$ cat src/rtl/lz3_pkg.sv
// Shared types, constants and the Lanczos-3 weight table for the line downscaler.
// Depends on nothing; every other file but lz3_ram imports it.
package lz3_pkg;

    localparam int MAX_LEN      = 4096;
    localparam int WINDOW_DEPTH = 128;
    localparam int MAX_RATIO    = 16;
    localparam int WEIGHT_STEPS = 64;
    localparam int RESULT_CAP   = 5;
    localparam int TAB_LEN      = 3 * WEIGHT_STEPS;
    localparam int IDX_W        = $clog2(TAB_LEN);
    localparam int RING_AW      = $clog2(WINDOW_DEPTH);

    // Field and datapath widths.
    localparam int LEN_W    = 13;
    localparam int SAMPLE_W = 16;
    localparam int DVD_W    = 42;
    localparam int DVS_W    = 24;

    localparam longint unsigned Q30_ONE = 64'd1073741824;
    localparam longint unsigned PI_Q30  = 64'd3373259426;
    localparam longint unsigned PI2_Q30 = 64'd10597407032;

    typedef logic [TAB_LEN-1:0][15:0] lz3_weight_tab_t;

    typedef enum logic [3:0] {
        S_IDLE,
        S_CHECK,
        S_CALC_C,
        S_DIV_HI,
        S_TEST,
        S_DIV_LO,
        S_DIV_INIT,
        S_DIV_STEP,
        S_TAPS,
        S_DRAIN,
        S_DIV_OUT,
        S_EMIT,
        S_FINISH
    } lz3_state_t;

    typedef enum logic [2:0] {
        DOP_HI,
        DOP_LO,
        DOP_INIT,
        DOP_STEP,
        DOP_OUT
    } lz3_div_op_t;

    // Commands from the controller to the datapath.
    typedef struct packed {
        logic        load_item;
        logic        calc_c;
        logic        div_start;
        lz3_div_op_t div_op;
        logic        take_hi;
        logic        take_lo;
        logic        take_init;
        logic        take_step;
        logic        tap_issue;
        logic        take_out;
        logic        out_write;
        logic        finish;
    } lz3_cmd_t;

    // Status from the datapath to the controller.
    typedef struct packed {
        logic div_done;
        logic can_output;
        logic not_ready;
        logic tap_last;
        logic pipe_busy;
        logic out_direct;
        logic out_free;
    } lz3_stat_t;

    // Magnitude of sin(pi*n/TAB_LEN) in Q30, sign flag in the top bit.
    function automatic logic [64:0] sin_q30(input longint unsigned n);
        longint unsigned m;
        longint unsigned u;
        longint unsigned u2;
        longint unsigned t;
        logic            neg;
        m   = n % (2 * TAB_LEN);
        neg = 1'b0;
        if (m >= TAB_LEN)
        begin
            m   = m - TAB_LEN;
            neg = 1'b1;
        end
        if (2 * m > TAB_LEN)
        begin
            m = TAB_LEN - m;
        end
        u  = (m * PI_Q30 + TAB_LEN / 2) / TAB_LEN;
        u2 = (u * u) >> 30;
        t  = Q30_ONE - ((u2 * Q30_ONE) >> 30) / 110;
        t  = Q30_ONE - ((u2 * t) >> 30) / 72;
        t  = Q30_ONE - ((u2 * t) >> 30) / 42;
        t  = Q30_ONE - ((u2 * t) >> 30) / 20;
        t  = Q30_ONE - ((u2 * t) >> 30) / 6;
        return {neg, (u * t) >> 30};
    endfunction

    // Shift-and-subtract quotient, used only while building the table.
    function automatic longint unsigned long_quot(input longint unsigned a,
                                                  input longint unsigned b);
        longint unsigned q;
        longint unsigned r;
        int              j;
        q = 0;
        r = 0;
        for (j = 63; j >= 0; j--)
        begin
            r = {r[62:0], a[j]};
            if (r >= b)
            begin
                r    = r - b;
                q[j] = 1'b1;
            end
        end
        return q;
    endfunction

    // Lanczos-3 weights in Q1.15, one entry per 1/WEIGHT_STEPS of distance.
    function automatic lz3_weight_tab_t build_lz_table();
        lz3_weight_tab_t tab;
        logic [64:0]     s1;
        logic [64:0]     s2;
        longint unsigned ii;
        longint unsigned p;
        longint unsigned q;
        longint unsigned l;
        int              i;
        tab[0] = 16'd32767;
        for (i = 1; i < TAB_LEN; i++)
        begin
            ii = longint'(i);
            // sin(pi*i/WEIGHT_STEPS) is sin(pi*3i/TAB_LEN).
            s1 = sin_q30(3 * ii);
            s2 = sin_q30(ii);
            p  = (s1[63:0] * s2[63:0]) >> 30;
            q  = long_quot(p * 3 * WEIGHT_STEPS * WEIGHT_STEPS, ii * ii);
            l  = (q * 32768 + PI2_Q30 / 2) / PI2_Q30;
            if (l > 32767)
            begin
                l = 32767;
            end
            if (s1[64] != s2[64])
            begin
                tab[i] = ~l[15:0] + 16'd1;
            end
            else
            begin
                tab[i] = l[15:0];
            end
        end
        return tab;
    endfunction

    localparam lz3_weight_tab_t LZ_TABLE = build_lz_table();

endpackage

$ cat src/rtl/lz3_ctrl.sv
// Sequencing state machine: per sample it walks outputs, divisions and tap passes.
// Depends on lz3_pkg for the state, command and status types.
module lz3_ctrl (
    input  logic              clk,
    input  logic              rst_n,
    input  logic              s_tvalid,
    output logic              s_tready,
    input  lz3_pkg::lz3_stat_t stat,
    output lz3_pkg::lz3_cmd_t  cmd
);
    import lz3_pkg::*;

    lz3_state_t state_reg, state_next;
    logic       launched_reg, launched_next;

    always_ff @(posedge clk or negedge rst_n)
    begin
        if (!rst_n)
        begin
            state_reg    <= S_IDLE;
            launched_reg <= 1'b0;
        end
        else
        begin
            state_reg    <= state_next;
            launched_reg <= launched_next;
        end
    end

    // Next state and commands.
    always_comb
    begin
        state_next    = state_reg;
        launched_next = launched_reg;
        cmd           = '0;
        cmd.div_op    = DOP_HI;
        s_tready      = 1'b0;
        case (state_reg)
            S_IDLE:
            begin
                s_tready = 1'b1;
                if (s_tvalid)
                begin
                    cmd.load_item = 1'b1;
                    state_next    = S_CHECK;
                end
            end
            S_CHECK:
            begin
                state_next = stat.can_output ? S_CALC_C : S_FINISH;
            end
            S_CALC_C:
            begin
                cmd.calc_c = 1'b1;
                state_next = S_DIV_HI;
            end
            S_DIV_HI, S_DIV_LO, S_DIV_INIT, S_DIV_STEP:
            begin
                case (state_reg)
                    S_DIV_HI:   cmd.div_op = DOP_HI;
                    S_DIV_LO:   cmd.div_op = DOP_LO;
                    S_DIV_INIT: cmd.div_op = DOP_INIT;
                    default:    cmd.div_op = DOP_STEP;
                endcase
                if (!launched_reg)
                begin
                    cmd.div_start = 1'b1;
                    launched_next = 1'b1;
                end
                else if (stat.div_done)
                begin
                    launched_next = 1'b0;
                    case (state_reg)
                        S_DIV_HI:
                        begin
                            cmd.take_hi = 1'b1;
                            state_next  = S_TEST;
                        end
                        S_DIV_LO:
                        begin
                            cmd.take_lo = 1'b1;
                            state_next  = S_DIV_INIT;
                        end
                        S_DIV_INIT:
                        begin
                            cmd.take_init = 1'b1;
                            state_next    = S_DIV_STEP;
                        end
                        default:
                        begin
                            cmd.take_step = 1'b1;
                            state_next    = S_TAPS;
                        end
                    endcase
                end
            end
            S_TEST:
            begin
                state_next = stat.not_ready ? S_FINISH : S_DIV_LO;
            end
            S_TAPS:
            begin
                cmd.tap_issue = 1'b1;
                if (stat.tap_last)
                begin
                    state_next = S_DRAIN;
                end
            end
            S_DRAIN:
            begin
                if (!stat.pipe_busy)
                begin
                    state_next = S_DIV_OUT;
                end
            end
            S_DIV_OUT:
            begin
                cmd.div_op = DOP_OUT;
                if (stat.out_direct)
                begin
                    cmd.take_out = 1'b1;
                    state_next   = S_EMIT;
                end
                else if (!launched_reg)
                begin
                    cmd.div_start = 1'b1;
                    launched_next = 1'b1;
                end
                else if (stat.div_done)
                begin
                    launched_next = 1'b0;
                    cmd.take_out  = 1'b1;
                    state_next    = S_EMIT;
                end
            end
            S_EMIT:
            begin
                if (stat.out_free)
                begin
                    cmd.out_write = 1'b1;
                    state_next    = S_CHECK;
                end
            end
            S_FINISH:
            begin
                cmd.finish = 1'b1;
                state_next = S_IDLE;
            end
            default:
            begin
                state_next    = S_IDLE;
                launched_next = 1'b0;
            end
        endcase
    end

endmodule

$ cat config.mk
export PLATFORM = sky130hd
export DESIGN_NAME = lz3_ctrl
export DESIGN_NICKNAME = d
export VERILOG_FILES = /design/src/rtl/lz3_pkg.sv /design/src/rtl/lz3_ctrl.sv
export SDC_FILE = /design/constraint.sdc
export NUM_CORES = 1
export LEC_CHECK = 0
export BUFFER_PORTS_ARGS = -buffer_cell sky130_fd_sc_hd__buf_4
export CAP_MARGIN = 20
export CORE_MARGIN = 10
export CORE_UTILIZATION = 40
export CTS_CLUSTER_SIZE = 14
export DETAILED_ROUTE_END_ITERATION = 12
export GPL_ROUTABILITY_DRIVEN = 0
export GPL_TIMING_DRIVEN = 0
export PLACE_DENSITY = 0.72
export SLEW_MARGIN = 20
export SYNTH_ARGS = -nofsm -noshare
export SYNTH_HDL_FRONTEND = slang
export SYNTH_SLANG_ARGS = --single-unit
$ cat constraint.sdc
create_clock -name clk -period 1.6 [get_ports clk]
set_clock_uncertainty 0.1 [all_clocks]
set_input_delay 0.08 -clock clk [delete_from_list [all_inputs] [get_ports clk]]
set_output_delay 0.08 -clock clk [all_outputs]
set_load 0.02 [all_outputs]
Word level (Yosys, flattened, before mapping)
Cells that the tools add are included.
{"block": "word_totals", "latch_bits": 0, "ram_bits": 0, "inputBits": 10, "n_memories": 0, "rom_bits": 0, "regBits": 5}
{"block": "classes", "n_addsub": 0, "mul": 0, "reduce_logical": 6, "bitwise": 1, "mux": 40, "n_eq_ne": 21, "n_lt_le_gt_ge": 0, "shift": 0, "div": 0}
{"cell": "$mux W4", "n": 14}
{"cell": "$pmux W4 S9", "n": 1}
{"cell": "$mux W1", "n": 21}
{"cell": "$eq A4 B4 Y1 const B", "n": 5}
{"cell": "$eq A4 B3 Y1 const B", "n": 4}
{"cell": "$ne A2 B2 Y1 const B", "n": 7}
{"cell": "$pmux W4 S3", "n": 1}
{"cell": "$eq A4 B2 Y1 const B", "n": 2}
{"cell": "$pmux W4 S2", "n": 1}
{"cell": "$reduce_and A8 Y1", "n": 1}
{"cell": "$reduce_or A8 Y1", "n": 1}
{"cell": "$ne A3 B3 Y1 const B", "n": 2}
{"cell": "$pmux W2 S3", "n": 1}
{"cell": "$eq A4 B1 Y1 const B", "n": 1}
{"cell": "$logic_not A4 Y1", "n": 1}
{"cell": "$reduce_or A4 Y1", "n": 1}
{"cell": "$pmux W1 S3", "n": 1}
{"cell": "$reduce_or A3 Y1", "n": 1}
{"cell": "$reduce_and A2 Y1", "n": 1}
{"cell": "$not A1 Y1", "n": 1}

Longest topological paths before layout
Gate-level depths: netlist (run 1).
{"block": "logic_depth", "depth_word": 6, "ltp_mapped": 5, "mapped_depth_nobuf": 4}

Worst setup path after synthesis (run 1)
Ideal clock, no wire load.
{"block": "synth_timing", "path_kind": "register to output", "startpoint": "reg state_reg[1]", "endpoint": "out cmd[13] (netlist name)", "path_slack_ps": -336, "stages_incl_launch_ff": 5, "arrival_time_ps": 1756, "path_buffers": 1, "path_cell_list": "dfrtp_1 > clkbuf_1 > or2_2 > nor3_1 > and2_1"}
{"item": "start, declared", "line": "lz3_ctrl.sv:13", "source": "lz3_state_t state_reg, state_next;"}
{"item": "start signal, assigned", "line": "lz3_ctrl.sv:25", "source": "state_reg <= state_next;"}
{"item": "end, declared", "line": "lz3_ctrl.sv:9", "source": "output lz3_pkg::lz3_cmd_t cmd"}

Worst setup path in the final report (run 1)
{"block": "layout_timing", "startpoint": "reg state_reg[1]", "endpoint": "reg state_reg[3]"}
{"block": "layout_between", "elab_chain_len": 5, "word_cells_on_any_way": 26, "cone_classes": "19 x eq/ne; 4 x mux; 3 x reduce/logical"}
{"item": "$eq A4 B3 Y1 or $eq A4 B2 Y1 (tied branches)", "line": "lz3_ctrl.sv:38, lz3_ctrl.sv:73"}
{"item": "$pmux W4 S3", "line": "lz3_ctrl.sv:73", "source": "case (state_reg)"}
{"item": "$mux W4", "line": "lz3_ctrl.sv:70", "source": "else if (stat.div_done)"}
{"item": "$mux W4", "line": "lz3_ctrl.sv:65", "source": "if (!launched_reg)"}
{"item": "$pmux W4 S9", "line": "lz3_ctrl.sv:38", "source": "case (state_reg)"}
Parallel ways exist; a longest one is shown, timed or not. The select of a mux whose other input is x is not followed.
A chain may end at the register's enable or synchronous reset.

==> results.md, run 1 <==
* GRT Total Usage at 0.116
* TritonCTS Buffers at 3
* First-pass GRT wire length at ~3200 um
* CTS tree: built
* Core footprint at around 1300 um^2
* Full die area at about 3200 um^2
* Metal-1 WL at 881 um
* Netlist cell types at 36
* Max reg flops at 4
* Fin crit share at 1.11
* Worst VDD drop at 1.07 mV
* Clock-pin slew on the worst setup and hold paths at about 0.050 ns
* Final instance area at 973 um^2
* Top post-synthesis cells by area: dfrtp_1 (23%), nor2_1 (6.9%), and2_1 (5.7%), nand2_1 (4.1%), nand2b_1 (3.4%)
* Final worst setup slack at -0.172 ns
* Synth Instances at between 70 and 80
* Sum Neg Setup Slack at -0.778 ns
* TritonRoute pass-1 iters at 4
* Post-synth EDFFs at 0
* Max-Cap Viols at 0
* Yosys top cell by area: dfrtp_1
* WS Path Type: reg -> reg
* Yosys reg bits at 5
* Hold violation count in the final report at 0
* Sequential fraction of the synthesis area at 0.230
* Maximum clock path buffer count at 2
* Diode count at 0
* Failing checks: setup timing
* Yosys warns at 0
* Leak pwr at ~0.45 nW
* RSZ-0062 raised after global routing: yes
* Placed inst area at approximately 750 um^2
* HP Class: in -> async
* Max_slew headroom at 0.807
* Worst reg2reg path depth at 4
* WL/cell at 16.3 um
* Post-synth top flop: dfrtp_1
* Worst-path fanout max at 6
* CTS root buffer: clkbuf_4
* Number of port buffers at 24
* Max-slew violations at 0
* Met3 Wirelength at ~190 um
* Tmin final at approximately 1.8 ns
* Routed Antenna Nets at 0
* Crit. End Element: flop
* Mapped Area at ~540 um^2
* Vias per std cell at 5.66
* Net Count, Synth at 83
* Largest net degree at the start of global routing at 11
* Mean Syn Cell Area at approximately 7.5 um^2
* DPL Wire Length at roughly 1400 um
* Power per Cell Area at around 2200 nW/um^2
* Row cnt at 13
* Synth async-reset ratio at 1.00
* Drt drc at 0
* # H-tree levels at 1
* Reg-to-Reg Start: state_reg[1]
* Final setup violating endpoints at 9
* Top-level I/O count at 25
* Layout cells sized above 1 at 0.566
* Detailed Route WL at 2090 um
* CP startpoint kind: flop
* Critical path data arrival time at 1.80 ns
* Vias at between 700 and 800
* Fillers at 87
* R2R Setup Slk at -0.17 ns
* Top-area cell type share of the netlist area at 0.230
* Area growth syn-to-layout at 78.9%
* FF-to-FF End: state_reg[3]
* Worst Path Required at around 1.6 ns
* Initial core utilization at 0.424
* Count of nets after finishing at roughly 120
* Vias in the first global route at around 670
* Initial antenna violation count at 0
* Die H at 56.9 um
* CTS Sinks at 5
* Clk_lat worst skew at 0.25 ns
* Met2 Wirelength at between 1000 and 1500 um
* Worst-Margin Slew at ~0.29 ns
* Highest metal used: met4
* Initial drt markers at 23
* Die X at 56.9 um
* Outcome: complete, but fails checks
* Congestion Overflow GR at 0
* Maximum clock frequency at 0.564 GHz
how the worst max path moves through the flow:
stage / startpoint / slack, ns / cells after the start / end
floorplan: state_reg[0] / -0.06 / 4 / state_reg[3]
global placement: state_reg[2] / -0.17 / 4 / state_reg[3]
detailed placement: state_reg[3] / -0.17 / 5 / state_reg[3]
CTS: state_reg[2] / -0.11 / 4 / state_reg[3]
global route: state_reg[0] / -0.21 / 4 / state_reg[3]
finish: state_reg[1] / -0.17 / 4 / state_reg[3]
cell families (layout without fill, tap and decap cells):
| family | after synthesis | after routing | share of synthesized area |
|---|---|---|---|
| multiplexers | 3 | 3 | 0.0667 |
| flip-flops | 5 | 5 | 0.230 |
| AND/OR/NAND/NOR | 35 | 35 | 0.338 |
| adder cells (fa/ha/maj) | 1 | 1 | 0.0207 |
| buffers and inverters | 8 | 48 | 0.0575 |
| AO/OA/AOI/OAI | 21 | 21 | 0.287 |
worst max-delay path, stage by stage, from the launching register on:
cell	delay (ns)
dfrtp_2	0.45
maj3_2	0.34
a22o_1	0.26
a21o_1	0.21
mux2_4	0.30
where the power goes:
group          switching (mW)  internal (mW)  leakage, nW  total, mW
Sequential             0.0991          0.203       0.0572      0.302
Combinational           0.829          0.895        0.381       1.72
Clock                  0.0544         0.0944       0.0150      0.149
Total                   0.982           1.19        0.453       2.17
final cells by class:
class | count | area (um^2) | share of cell area
multi-input combinational | 60 | 453 | 0.465
clock buffer | 4 | 26.3 | 0.0270
inverter | 3 | 11.3 | 0.0116
tap | 15 | 18.8 | 0.0193
sequential | 5 | 129 | 0.132
timing repair buffer | 36 | 288 | 0.296
buffer | 5 | 47.5 | 0.0488
layout by cell type, fill, tap and decap left out, types with 2 or more instances in the layout:
cell | netlist | final
buf_8 | 0 | 2
nor2_1 | 10 | 8
o21ai_0 | 2 | 2
nand2b_1 | 3 | 3
a21oi_1 | 3 | 3
dfrtp_1 | 5 | 2
buf_6 | 0 | 4
dfrtp_2 | 0 | 3
clkbuf_2 | 0 | 2
o22ai_1 | 2 | 2
and2_1 | 5 | 3
clkbuf_4 | 0 | 3
nand2_1 | 6 | 6
buf_4 | 0 | 32
and2_4 | 0 | 2
inv_1 | 3 | 3
cell usage after synthesis, types with 2 or more instances:
master    number
nor2_1        10
nand2_1        6
and2_1         5
dfrtp_1        5
clkbuf_1       4
a21oi_1        3
inv_1          3
nand2b_1       3
nor3_1         3
a22oi_1        2
nor2b_1        2
o21ai_0        2
o22ai_1        2
per-layer routing:
layer / vias to the layer above / track usage
li1: 343 / -
met1: 347 / 0.135
met2: 33 / 0.189
met3: 2 / 0.0494
met4: 0 / 0.0235
met5: - / 0
stage by stage:
step	power (mW)	instances	utilization	worst slack, ns	hold slack (ns)
finish	2.17	128	0.758	-0.172	0.0752
detailed placement	1.48	112	0.587	-0.174	-0.218
floorplan	1.15	73	-	-0.0575	-0.316
CTS	1.85	122	0.680	-0.111	0.0647
global placement	1.47	112	0.587	-0.171	-0.219
global route	2.33	128	0.758	-0.205	0.0663
timing repair:
action / in CTS / in global routing
gates resized for setup: 15 / 17
hold buffers: 1 / 0
buffers inserted: 5 / 6
pin swaps: 1 / 9
setup endpoints to repair: 13 / 17
hold endpoints to repair: 5 / 0
Power figures use the tool's default switching activity.
==> run 2: changes to the inputs <==
--- a/config.mk
+++ b/config.mk
@@ -7,13 +7,13 @@
 export LEC_CHECK = 0
 export BUFFER_PORTS_ARGS = -buffer_cell sky130_fd_sc_hd__buf_4
 export CAP_MARGIN = 20
-export CORE_MARGIN = 10
-export CORE_UTILIZATION = 40
+export CORE_AREA = 10 10 47 49
 export CTS_CLUSTER_SIZE = 14
 export DETAILED_ROUTE_END_ITERATION = 12
+export DIE_AREA = 0 0 57 59
 export GPL_ROUTABILITY_DRIVEN = 0
 export GPL_TIMING_DRIVEN = 0
-export PLACE_DENSITY = 0.72
+export PLACE_DENSITY = 0.7
 export SLEW_MARGIN = 20
 export SYNTH_ARGS = -nofsm -noshare
 export SYNTH_HDL_FRONTEND = slang
==> constraint.sdc (replaced) <==
create_clock -name clk -period 2 [get_ports clk]
set_clock_uncertainty 0.1 [all_clocks]
set_input_delay 0.1 -clock clk [delete_from_list [all_inputs] [get_ports clk]]
set_output_delay 0.1 -clock clk [all_outputs]
set_load 0.02 [all_outputs]
==> results.md, run 2 (synthesis results as in run 1) <==
* Number of port buffers at 24
* Commonest non-fill, non-tap cell in the layout: buf_4
* Row cnt at 14
* Worst path slowest cell: dfrtp_1
* Initial core utilization at 0.388
* Hold violation count in the final report at 0
* Die H at just under 60 um
* Tmin final at 1.87 ns
* CTS tree: built
* Core footprint at roughly 1400 um^2
* Slowest cell delay on critical path at between 0.4 and 0.5 ns
* WS Path Type: reg -> out
* Congestion Overflow GR at 0
* Fin crit share at 0.936
* Critical-path cell list: clkbuf_2, or2_2, nor3_2, and2_1, buf_4
* Worst-Margin Slew at between 0.4 and 0.5 ns
* Crit. End Element: output pin
* # H-tree levels at 1
* Largest net degree at the start of global routing at 11
* Drt drc at 0
* Worst-path fanout max at 10
* Most frequent cells in the layout: buf_4 (24), nor2_1 (10), nand2_1 (6)
* Top-level I/O count at 25
* Outcome: completed
* Worst VDD drop at around 0.68 mV
* FF/Latch Area at approximately 130 um^2
* Detailed Route WL at around 1800 um
* CTS root buffer: clkbuf_4
* Routed Antenna Nets at 0
* Die X at approximately 57 um
* Count of nets after finishing at around 110
* GR Util met3 at 0.0279
* Crit path max-delay family: simple AND/OR/NAND/NOR gates
* CTS Sinks at 5
* Vias at about 660
* Layout cells sized above 1 at 0.363
* Max_slew headroom at 0.703
* Power per Cell Area at around 1700 nW/um^2
* Diode count at 0
* Power Total at around 1.3 mW
* WL/cell at around 15 um
* First-pass GRT wire length at ~2800 um
* Reg-to-Reg Start: state_reg[2]
* Clk_lat worst skew at 0.24 ns
* CP startpoint: state_reg[1]
* Maximum clock frequency at approximately 0.53 GHz
* CP startpoint kind: flop
* Clock-pin slew on the worst setup and hold paths at about 0.04 ns
* HP Class: in -> reg
* Worst hold start: stat[4]
* Fillers at around 140
* Full die area at 3360 um^2
* Max reg flops at 4
* Max-slew violations at 0
* DPL Wire Length at approximately 1400 um
* RSZ-0062 raised after global routing: no
* Max-Cap Viols at 0
* Initial drt markers at 21
* Met2 GRT Util at 0.192
* Vias in the first global route at about 650
* TritonCTS Buffers at 3
* Worst Path Required at about 1.8 ns
* Initial antenna violation count at 0
* Sum Neg Setup Slack at 0 ns
* Area growth syn-to-layout at 44.8%
* Leak pwr at between 0.3 and 0.4 nW
* Vias per std cell at 5.58
* Multi-input gate area at approximately 390 um^2
* TritonRoute pass-1 iters at 4
* Buf/Inv on CP at 2
* Final Util at 0.563
* Critical path data arrival time at ~1.7 ns
* GRT Total Usage at 0.0985
* Gr busiest metal: met2
* Met1 usage at 0.104
* Final setup violating endpoints at 0
* Maximum clock path buffer count at 2
==> run 2: cell count changes in the layout (fill, tap and decap cells not counted), sizes merged <==
cell,delta
buf,-13
clkbuf,+2
==> run 2: power breakdown <==
part           internal (mW)  total [mW]  switching [mW]
Combinational          0.436       0.971           0.534
Sequential             0.156       0.222          0.0659
Clock                 0.0751       0.111          0.0363
Total                  0.668        1.30           0.636
==> run 2: worst paths after layout <==
| check | end | slack (ns) | cells after the start |
|---|---|---|---|
| max | cmd[13] | 0.13 | 5 |
| min | state_reg[0] | 0.09 | 3 |
| max reg2reg | state_reg[3] | 0.23 | 4 |
| min reg2reg | launched_reg | 0.45 | 1 |
| max in group asynchronous | launched_reg | 1.59 | 2 |
| min in group asynchronous | state_reg[0] | 0.10 | 2 |
==> run 2: per-layer routing <==
| layer | up-vias | wire length, um |
|---|---|---|
| li1 | 320 | - |
| met1 | 311 | 711 |
| met2 | 27 | 939 |
| met3 | 0 | 107 |
| met4 | 0 | 0 |
| met5 | - | 0 |
==> run 2: stage by stage <==
stage	cell area, um^2	worst slack, ns	cells	hold slack, ns
final	788	0.127	118	0.0882
after global routing	788	0.0328	118	0.0957
after CTS	781	0.0160	118	0.0807
after detailed placement	744	0.237	113	-0.197
after global placement	744	0.238	113	-0.198
after floorplan	544	0.0438	73	-0.296
==> run 2: area by class of cell <==
cell class / count / share of cell area
Multi-Input combinational cell: 60 / 0.498
Buffer: 5 / 0.0286
Clock buffer: 4 / 0.0333
Timing Repair Buffer: 25 / 0.241
Tap cell: 16 / 0.0254
Sequential cell: 5 / 0.159
Inverter: 3 / 0.0143
==> run 2: timing repair <==
action	CTS	global route
hold buffers	1	0
setup endpoints to repair	0	1
buffers inserted	0	0
hold endpoints to repair	5	0
gates resized for setup	0	5
==> run 2: worst register-to-register path, stage by stage, from the launching register on <==
cell	delay (ns)
dfrtp_1	0.46
maj3_2	0.35
a22o_1	0.22
a21o_1	0.23
mux2_4	0.30
